## config.mk

```make
export PLATFORM = sky130hd
export DESIGN_NAME = load_overrun_alarm_qualifier
export DESIGN_NICKNAME = d
export VERILOG_FILES = /design/src/rtl/core/loaq_pkg.sv /design/src/rtl/core/load_overrun_alarm_qualifier.sv
export SDC_FILE = /design/constraint.sdc
export NUM_CORES = 1
export LEC_CHECK = 0
export ABC_CLOCK_PERIOD_IN_PS = 3400
export BUFFER_PORTS_ARGS = -buffer_cell sky130_fd_sc_hd__clkbuf_2
export CAP_MARGIN = 10
export CORE_UTILIZATION = 30
export DETAILED_ROUTE_END_ITERATION = 6
export PLACE_DENSITY = 0.49
export SYNTH_ARGS = -nofsm -noshare
export SYNTH_HDL_FRONTEND = slang
export SYNTH_SLANG_ARGS = --single-unit
```

## constraint.sdc

```tcl
create_clock -name clock -period 3.4 [get_ports clock]
set_input_delay 1.02 -clock clock [delete_from_list [all_inputs] [get_ports clock]]
set_output_delay 1.02 -clock clock [all_outputs]
set_load 0.01 [all_outputs]
```

## src/rtl/core/loaq_pkg.sv

```systemverilog
// Shared types and constants for the load overrun alarm qualifier.
// Depends on nothing; imported by load_overrun_alarm_qualifier.
package loaq_pkg;

   // Sequencer states
   typedef enum logic [1:0] {
      ST_IDLE,
      ST_LOAD,
      ST_DIV,
      ST_FINISH
   } state_type;

   // Function codes of an input word
   localparam logic [1:0] FUNC_REPORT = 2'd0;
   localparam logic [1:0] FUNC_TICK   = 2'd1;
   localparam logic [1:0] FUNC_CLEAR  = 2'd2;

   // Register map
   localparam int CSR_INDEX_BITS = 3;
   localparam int CSR_DATA_BITS  = 30;
   localparam logic [CSR_INDEX_BITS-1:0] CSR_ENABLE     = 3'd0;
   localparam logic [CSR_INDEX_BITS-1:0] CSR_TARGET     = 3'd1;
   localparam logic [CSR_INDEX_BITS-1:0] CSR_EMER_THR   = 3'd2;
   localparam logic [CSR_INDEX_BITS-1:0] CSR_WARN_THR   = 3'd3;
   localparam logic [CSR_INDEX_BITS-1:0] CSR_UPD_INTVL  = 3'd4;

   // Register reset values
   localparam logic        RST_ENABLE    = 1'b1;
   localparam logic [29:0] RST_TARGET    = 30'd11609977;
   localparam logic [7:0]  RST_EMER_THR  = 8'd3;
   localparam logic [7:0]  RST_WARN_THR  = 8'd5;
   localparam logic [7:0]  RST_UPD_INTVL = 8'd64;

   // Compare levels in 8.8 percent: 95% and 80% of the period
   localparam logic [15:0] LEVEL_OVER_Q8 = 16'd24320;
   localparam logic [15:0] LEVEL_HIGH_Q8 = 16'd20480;

   localparam logic [7:0]  COUNT_MAX = 8'd255;

endpackage

```

## src/rtl/core/load_overrun_alarm_qualifier.sv

```systemverilog
// Load overrun alarm qualifier: top level, single module.
// Depends on loaq_pkg (state type, function codes, register map, levels).
//
// Turns buffer processing-time reports into an emergency flag and a warning
// flag. A report word (func 0) stores the measured time. A tick word (func 1)
// advances the frame divider while enabled, and runs one evaluation each time
// the divider reaches the programmed tick interval. A clear word (func 2)
// zeroes all state; func 3 only reports. Each input word returns exactly one
// result word carrying both flags and the load as floor(time*25600/target),
// unsigned 8.8 percent, saturated at 65535. The load comes out of a radix-2
// long divider that takes one numerator bit per cycle from a shift register,
// so the datapath stays one 31-bit subtract wide. The numerator has
// TIME_BITS+15 bits; each word passes through a load state, one divider step
// per numerator bit and a finish state before rsp_valid, and the next word
// is not accepted until the current one has finished. The same quotient and
// remainder settle the 95% and 80% compares exactly. A finished result sits
// in the output register while the next word is accepted; the finish cycle
// waits only if that register is still full. Configuration writes are always
// ready and should be issued only while the block is idle.
module load_overrun_alarm_qualifier #(
   parameter int TIME_BITS = 32
) (
   input  logic                                  clock,
   input  logic                                  reset,
   // input words
   input  logic                                  req_valid,
   output logic                                  req_ready,
   input  logic [1:0]                            req_func,
   input  logic [31:0]                           req_processing_time_ns,
   // result words
   output logic                                  rsp_valid,
   input  logic                                  rsp_ready,
   output logic                                  rsp_emergency_active,
   output logic                                  rsp_warning_active,
   output logic [15:0]                           rsp_load_percent_q8,
   // register writes
   input  logic                                  csr_valid,
   output logic                                  csr_ready,
   input  logic [loaq_pkg::CSR_INDEX_BITS-1:0]   csr_index,
   input  logic [loaq_pkg::CSR_DATA_BITS-1:0]    csr_wdata
);
   import loaq_pkg::*;

   // numerator = time * 100 * 256
   localparam int PW = TIME_BITS + 7;   // time * 100
   localparam int NW = TIME_BITS + 15;  // numerator width = divider steps
   localparam int CW = $clog2(NW);

   // registers
   logic        enable_ff;
   logic [29:0] target_ff;
   logic [7:0]  emer_thr_ff;
   logic [7:0]  warn_thr_ff;
   logic [7:0]  upd_intvl_ff;

   // alarm state
   logic [TIME_BITS-1:0] stored_ff, stored_in;
   logic [7:0]           frame_ff, frame_in;
   logic [7:0]           emer_cnt_ff, emer_cnt_in;
   logic [7:0]           warn_cnt_ff, warn_cnt_in;
   logic                 emer_flag_ff, emer_flag_in;
   logic                 warn_flag_ff, warn_flag_in;
   logic                 eval_ff, eval_in;

   // sequencer
   state_type state_ff, state_in;
   logic      do_accept;
   logic      do_load;
   logic      do_step;
   logic      do_finish;
   logic      out_free;
   logic      last_step;

   // divider
   logic [NW-1:0] num_ff;
   logic [29:0]   rem_ff;
   logic [15:0]   quo_ff;
   logic          sat_ff;
   logic [CW-1:0] step_ff;
   logic [PW-1:0] prod;
   logic [30:0]   trial;
   logic [30:0]   diff;
   logic          qbit;

   // result
   logic        rsp_valid_ff;
   logic        rsp_emer_ff;
   logic        rsp_warn_ff;
   logic [15:0] rsp_load_ff;
   logic [15:0] load_q8;
   logic        rem_nz;
   logic        over;
   logic        high;
   logic        warn_up;
   logic [8:0]  frame_next;

   // ---------------------------------------------------------------
   // Register port: always ready, unknown indexes are dropped
   // ---------------------------------------------------------------
   assign csr_ready = 1'b1;

   always_ff @(posedge clock) begin
      if (reset) begin
         enable_ff    <= RST_ENABLE;
         target_ff    <= RST_TARGET;
         emer_thr_ff  <= RST_EMER_THR;
         warn_thr_ff  <= RST_WARN_THR;
         upd_intvl_ff <= RST_UPD_INTVL;
      end else if (csr_valid && csr_ready) begin
         case (csr_index)
            CSR_ENABLE:    enable_ff    <= csr_wdata[0];
            CSR_TARGET:    target_ff    <= csr_wdata[29:0];
            CSR_EMER_THR:  emer_thr_ff  <= csr_wdata[7:0];
            CSR_WARN_THR:  warn_thr_ff  <= csr_wdata[7:0];
            CSR_UPD_INTVL: upd_intvl_ff <= csr_wdata[7:0];
            default: ;
         endcase
      end
   end

   // ---------------------------------------------------------------
   // Sequencer: IDLE -> LOAD -> DIV (NW steps) -> FINISH -> IDLE
   // ---------------------------------------------------------------
   assign out_free  = !rsp_valid_ff || rsp_ready;
   assign last_step = (step_ff == CW'(NW - 1));

   always_comb begin
      state_in = state_ff;
      case (state_ff)
         ST_IDLE:   if (req_valid) state_in = ST_LOAD;
         ST_LOAD:   state_in = ST_DIV;
         ST_DIV:    if (last_step) state_in = ST_FINISH;
         ST_FINISH: if (out_free) state_in = ST_IDLE;
         default:   state_in = ST_IDLE;
      endcase
   end

   always_comb begin
      req_ready = 1'b0;
      do_load   = 1'b0;
      do_step   = 1'b0;
      do_finish = 1'b0;
      case (state_ff)
         ST_IDLE:   req_ready = 1'b1;
         ST_LOAD:   do_load   = 1'b1;
         ST_DIV:    do_step   = 1'b1;
         ST_FINISH: do_finish = out_free;
         default: ;
      endcase
   end

   assign do_accept = req_valid && req_ready;

   always_ff @(posedge clock) begin
      if (reset) state_ff <= ST_IDLE;
      else       state_ff <= state_in;
   end

   // ---------------------------------------------------------------
   // Input word: report, tick, clear. Counters move at finish time,
   // once the quotient is known.
   // ---------------------------------------------------------------
   assign frame_next = {1'b0, frame_ff} + 9'd1;

   // quotient in 8.8 percent, forced to zero for a zero time (a zero
   // target would otherwise divide to all ones)
   assign load_q8 = (stored_ff == '0) ? 16'd0 : (sat_ff ? 16'hFFFF : quo_ff);
   assign rem_nz  = (rem_ff != '0);
   // time*25600 > level*target, read from quotient and remainder
   assign over = (load_q8 > LEVEL_OVER_Q8) || ((load_q8 == LEVEL_OVER_Q8) && rem_nz);
   assign high = (load_q8 > LEVEL_HIGH_Q8) || ((load_q8 == LEVEL_HIGH_Q8) && rem_nz);

   always_comb begin
      stored_in    = stored_ff;
      frame_in     = frame_ff;
      emer_cnt_in  = emer_cnt_ff;
      warn_cnt_in  = warn_cnt_ff;
      emer_flag_in = emer_flag_ff;
      warn_flag_in = warn_flag_ff;
      eval_in      = eval_ff;
      warn_up      = 1'b0;
      if (do_accept) begin
         eval_in = 1'b0;
         case (req_func)
            FUNC_REPORT: stored_in = TIME_BITS'(req_processing_time_ns);
            FUNC_TICK: begin
               if (enable_ff) begin
                  if (frame_next >= {1'b0, upd_intvl_ff}) begin
                     frame_in = 8'd0;
                     eval_in  = 1'b1;
                  end else begin
                     frame_in = frame_next[7:0];
                  end
               end
            end
            FUNC_CLEAR: begin
               stored_in    = '0;
               frame_in     = 8'd0;
               emer_cnt_in  = 8'd0;
               warn_cnt_in  = 8'd0;
               emer_flag_in = 1'b0;
               warn_flag_in = 1'b0;
            end
            default: ;
         endcase
      end else if (do_finish && eval_ff) begin
         // emergency counter first; warning sees the updated flag
         if (over) begin
            if (emer_cnt_ff != COUNT_MAX) emer_cnt_in = emer_cnt_ff + 8'd1;
            if (emer_cnt_in >= emer_thr_ff) emer_flag_in = 1'b1;
         end else begin
            if (emer_cnt_ff != 8'd0) emer_cnt_in = emer_cnt_ff - 8'd1;
            if (emer_cnt_in == 8'd0) emer_flag_in = 1'b0;
         end
         warn_up = high && !emer_flag_in;
         if (warn_up) begin
            if (warn_cnt_ff != COUNT_MAX) warn_cnt_in = warn_cnt_ff + 8'd1;
            if (warn_cnt_in >= warn_thr_ff) warn_flag_in = 1'b1;
         end else begin
            if (warn_cnt_ff != 8'd0) warn_cnt_in = warn_cnt_ff - 8'd1;
            if (warn_cnt_in == 8'd0) warn_flag_in = 1'b0;
         end
      end
   end

   always_ff @(posedge clock) begin
      if (reset) begin
         stored_ff    <= '0;
         frame_ff     <= 8'd0;
         emer_cnt_ff  <= 8'd0;
         warn_cnt_ff  <= 8'd0;
         emer_flag_ff <= 1'b0;
         warn_flag_ff <= 1'b0;
         eval_ff      <= 1'b0;
      end else begin
         stored_ff    <= stored_in;
         frame_ff     <= frame_in;
         emer_cnt_ff  <= emer_cnt_in;
         warn_cnt_ff  <= warn_cnt_in;
         emer_flag_ff <= emer_flag_in;
         warn_flag_ff <= warn_flag_in;
         eval_ff      <= eval_in;
      end
   end

   // ---------------------------------------------------------------
   // Bit-serial long divider: numerator shifts out MSB first into a
   // 30-bit remainder; quotient bits above bit 15 fold into sat_ff.
   // ---------------------------------------------------------------
   assign prod  = (PW'(stored_ff) << 6) + (PW'(stored_ff) << 5) + (PW'(stored_ff) << 2);
   assign trial = {rem_ff, num_ff[NW-1]};
   assign diff  = trial - {1'b0, target_ff};
   assign qbit  = (trial >= {1'b0, target_ff});

   always_ff @(posedge clock) begin
      if (do_load) begin
         num_ff  <= {prod, 8'd0};
         rem_ff  <= '0;
         quo_ff  <= '0;
         sat_ff  <= 1'b0;
         step_ff <= '0;
      end else if (do_step) begin
         num_ff  <= {num_ff[NW-2:0], 1'b0};
         rem_ff  <= qbit ? diff[29:0] : trial[29:0];
         quo_ff  <= {quo_ff[14:0], qbit};
         sat_ff  <= sat_ff | quo_ff[15];
         step_ff <= step_ff + CW'(1);
      end
   end

   // ---------------------------------------------------------------
   // Output register
   // ---------------------------------------------------------------
   always_ff @(posedge clock) begin
      if (reset) begin
         rsp_valid_ff <= 1'b0;
      end else if (do_finish) begin
         rsp_valid_ff <= 1'b1;
      end else if (rsp_ready) begin
         rsp_valid_ff <= 1'b0;
      end
   end

   always_ff @(posedge clock) begin
      if (do_finish) begin
         rsp_emer_ff <= emer_flag_in;
         rsp_warn_ff <= warn_flag_in;
         rsp_load_ff <= load_q8;
      end
   end

   assign rsp_valid            = rsp_valid_ff;
   assign rsp_emergency_active = rsp_emer_ff;
   assign rsp_warning_active   = rsp_warn_ff;
   assign rsp_load_percent_q8  = rsp_load_ff;

   // ---------------------------------------------------------------
   // Assertions
   // ---------------------------------------------------------------
   // a raised flag always has a nonzero counter behind it
   a_emer_flag_cnt: assert property (@(posedge clock) disable iff (reset)
      emer_flag_ff |-> (emer_cnt_ff != 8'd0))
      else $error("emergency flag set with zero count");

   a_warn_flag_cnt: assert property (@(posedge clock) disable iff (reset)
      warn_flag_ff |-> (warn_cnt_ff != 8'd0))
      else $error("warning flag set with zero count");

   // an accepted word always starts a divider load
   a_accept_load: assert property (@(posedge clock) disable iff (reset)
      do_accept |=> (state_ff == ST_LOAD))
      else $error("accepted word did not start the divider");

   // a result only appears after the divider has run
   a_rsp_after_div: assert property (@(posedge clock) disable iff (reset)
      $rose(rsp_valid_ff) |-> $past(state_ff == ST_FINISH))
      else $error("result raised outside finish");

endmodule
```

==> reports/qor.yml <==
critical_path:
  critPathMaxFanout: 4
  r2r_cells: 14
  arrival_ns: 3.55
  r2r_start: "stored_ff[4]"
  critPathLaunchType: "flop"
  required_ns: 3.69
  path_class: "reg -> reg"
  endpoint_kind: "flop"
  reg2reg_slack_ns: 0.14
  r2r_end: "num_ff[43]"
placed_design:
  dp_hpwl_um: 28800
  place_ws_ns: -0.0603
  placed_area_um2: 16200
  gp_congestion: 0.870
  numPortBuffers: 91
  place_inst: 2450
hold_path:
  hold-path-endpoint: "emer_thr_ff[4]"
  whs_path_depth: 2
  min-delay-start: "emer_thr_ff[4]"
  hold_class: "reg -> reg"
layout:
  diodes: 0
  ff_latch_area_um2: 5070
  area_growth_pct: 18.1
  final_cell_count_no_fill: 2516
  layout-drive-gt1-share_pct: 16.2
  fin_area_um2: 17500
  multi_input_area_um2: 9020
  nNetsFinal: 2057
  n_fill_cell: 4997
global_routing:
  grt_pass1_wl_um: 63300
  grt_use_met3_pct: 2.03
  grt_max_degree: 77
  grt_pass1_vias: 12100
  globalRouteTotalUtil_pct: 15.4
  antenna_found_initial: 1
  grt_util_met2_pct: 26.4
  grtUsageMet1_pct: 20.4
  grt_remaining_overflow: 0
  grt-busiest-layer: "met2"
sta:
  setup_viol: 0
  rsz0062_at_grt: "true"
  final.setup_skew_ns: 0.00991
  setup_slack_ns: 0.139
  worstMarginPinSlew_ns: 1.06
  fin_crit_ns: 3.26
  fmax_ghz: 0.307
  fin_crit_sh_pct: 95.9
  hold_viol_final: 0
  drv_slew: 0
  slew_headroom_pct: 29.3
synth:
  synth.avg_cell_area_um2: 8.60
  yosysWarnings: 0
  yosysMostFrequentCell: "nand2_1"
  synth_flop_cell: "dfxtp_1"
  synthCells: 1719
  synth-edff-count: 55
  synth_top_area_cell: "dfxtp_1"
  synthTopCellsByArea: "dfxtp_1 (23%), edfxtp_1 (11%), ha_1 (10%)"
  ys_types: 86
  syn_area_um2: 14800
  yosys-top-cells-count: "nand2_1 (190), a21oi_1 (188), nor2_1 (187)"
  syn_nets: 1940
  yosysSeqAreaShare_pct: 34.2
  ys_ff_latch: 225
  synth_top_area_share_pct: 23.0
  async_reset_ff_share_pct: 0
floorplanning:
  die_x_um: 224
  die-area_um2: 50200
  ios: 93
  initial_core_util_pct: 30.7
  rows: 80
  dieHeight_um: 224
  core-area_um2: 48100
drt:
  vias: 12300
  first_pass_iters: 5
  dr.first_iter.drc_count: 661
  drt.antenna.violating_nets: 0
  drt_wl_total_um: 38700
  drc: 0
  viasPerCell: 4.91
  detail_route.wl_per_cell_um: 15.4
clocking:
  ctsHtreeMaxLevel: 1
  ctsHoldBuffers: 0
  cts_buffers: 30
  clk_pin_slew_ns: 0.06
  cts_tree: "done"
  cts_root_buffer: "clkbuf_16"
  insertion_delay_ns: 0.57
  cts_buffer_depth: 3
  cts.sink_count: 225
power_and_ir_drop:
  power.total_mw: 11.1
  powerDensity_nw_per_um2: 637
  p_leak_nw: 7.31
  worst_ir_drop_vdd_mv: 0.448
run_status:
  status: "finished clean"
flow_run:
  cap_viol_max_count: 0
## layout make-up
class | count | area share (%)
Sequential cell | 225 | 29.0
Tap cell | 656 | 4.70
Timing Repair Buffer | 166 | 5.92
Clock buffer | 33 | 4.48
Inverter | 115 | 2.47
Clock inverter | 23 | 1.72
Multi-Input combinational cell | 1298 | 51.7
## registers in the layout, summed over array words and instances (netlist names), 2 cells and up
name	cells
num_ff	37
stored_ff	32
rem_ff	30
target_ff	30
quo_ff	16
rsp_load_percent_q8	16
emer_cnt_ff	8
emer_thr_ff	8
frame_ff	8
upd_intvl_ff	8
warn_cnt_ff	8
warn_thr_ff	8
step_ff	6
state_ff	2
## worst max path at each step
| stage | startpoint | endpoint | slack, ns |
|---|---|---|---|
| floorplan | rsp_ready | rsp_warning_active | 0.11 |
| global placement | stored_ff[4] | num_ff[45] | -0.01 |
| detailed placement | stored_ff[1] | num_ff[42] | -0.06 |
| CTS | stored_ff[4] | num_ff[42] | -0.01 |
| global route | stored_ff[4] | num_ff[43] | -0.03 |
| finish | stored_ff[4] | num_ff[43] | 0.14 |
## critical path: stages (launching register included)
cell and delay [ns]:
dfxtp_1 0.32, buf_4 0.15, fa_1 0.48, ha_4 0.30
buf_4 0.11, nand3_1 0.09, nor2_2 0.17, o2111ai_2 0.16
o21a_1 0.22, o211ai_1 0.29, a31oi_2 0.18, buf_4 0.17
a21oi_1 0.15, o21a_1 0.14, o31ai_1 0.06
## metrics by stage
step                util, %  hold WS [ns]  setup TNS [ns]
global route           36.3         0.473         -0.0529
CTS                    36.1         0.461         -0.0142
global placement       33.7         0.446         -0.0212
finish                 36.3         0.458               0
floorplan                 -         0.436               0
detailed placement     33.7         0.453          -0.168
## report_power, final
| part | internal, mW | switching, mW | total (mW) |
|---|---|---|---|
| Clock | 2.18 | 1.30 | 3.48 |
| Combinational | 1.59 | 2.34 | 3.93 |
| Sequential | 3.40 | 0.311 | 3.71 |
## what timing repair did
item,in CTS,in global routing
cloned,0,1
resized for setup,4,23
buffers inserted,4,5
pin swaps,5,15
setup endpoints to repair,7,24
## cell families (layout without fill, tap and decap cells)
| family | after synthesis | in the layout | share of synthesized area [%] |
|---|---|---|---|
| AO/OA/AOI/OAI | 419 | 420 | 18.5 |
| buffers and inverters | 197 | 337 | 5.48 |
| flip-flops | 225 | 225 | 34.2 |
| adder cells (fa/ha/maj) | 149 | 149 | 14.1 |
| multiplexers | 60 | 60 | 4.34 |
| other | 1 | 1 | 0.0254 |
| XOR/XNOR | 70 | 70 | 4.15 |
| AND/OR/NAND/NOR | 598 | 598 | 19.2 |
## placed cells by master (no fill, tap or decap), types with 8 or more instances in the layout
cell type	netlist	layout
nand2b_1	15	15
a21oi_1	188	188
o21bai_1	9	9
nor3_1	21	21
nand3b_1	43	43
buf_4	3	75
fa_1	30	29
o21a_1	9	9
nor4_1	12	12
xor2_1	31	31
inv_1	114	114
and3_1	22	22
nor2_1	187	183
clkbuf_2	1	90
clkinv_1	1	8
mux2i_1	30	30
ha_1	119	115
o21ai_0	49	47
dfxtp_2	0	12
dfxtp_1	170	158
clkbuf_16	0	31
nor2b_1	17	16
nand3_1	34	33
o211ai_1	15	15
xnor2_1	39	39
a21o_1	26	26
mux2_2	29	29
nand2_1	190	190
a211o_1	16	16
edfxtp_1	55	55
a211oi_1	29	29
nand4_1	21	21
## layer usage
metal	vias to the layer above	share of wire, %
met2	185	46
met4	2	1.9
met5	-	0.028
met3	47	3.1
li1	6282	-
met1	5830	49
Note: power is estimated with default switching activity, not from simulation.
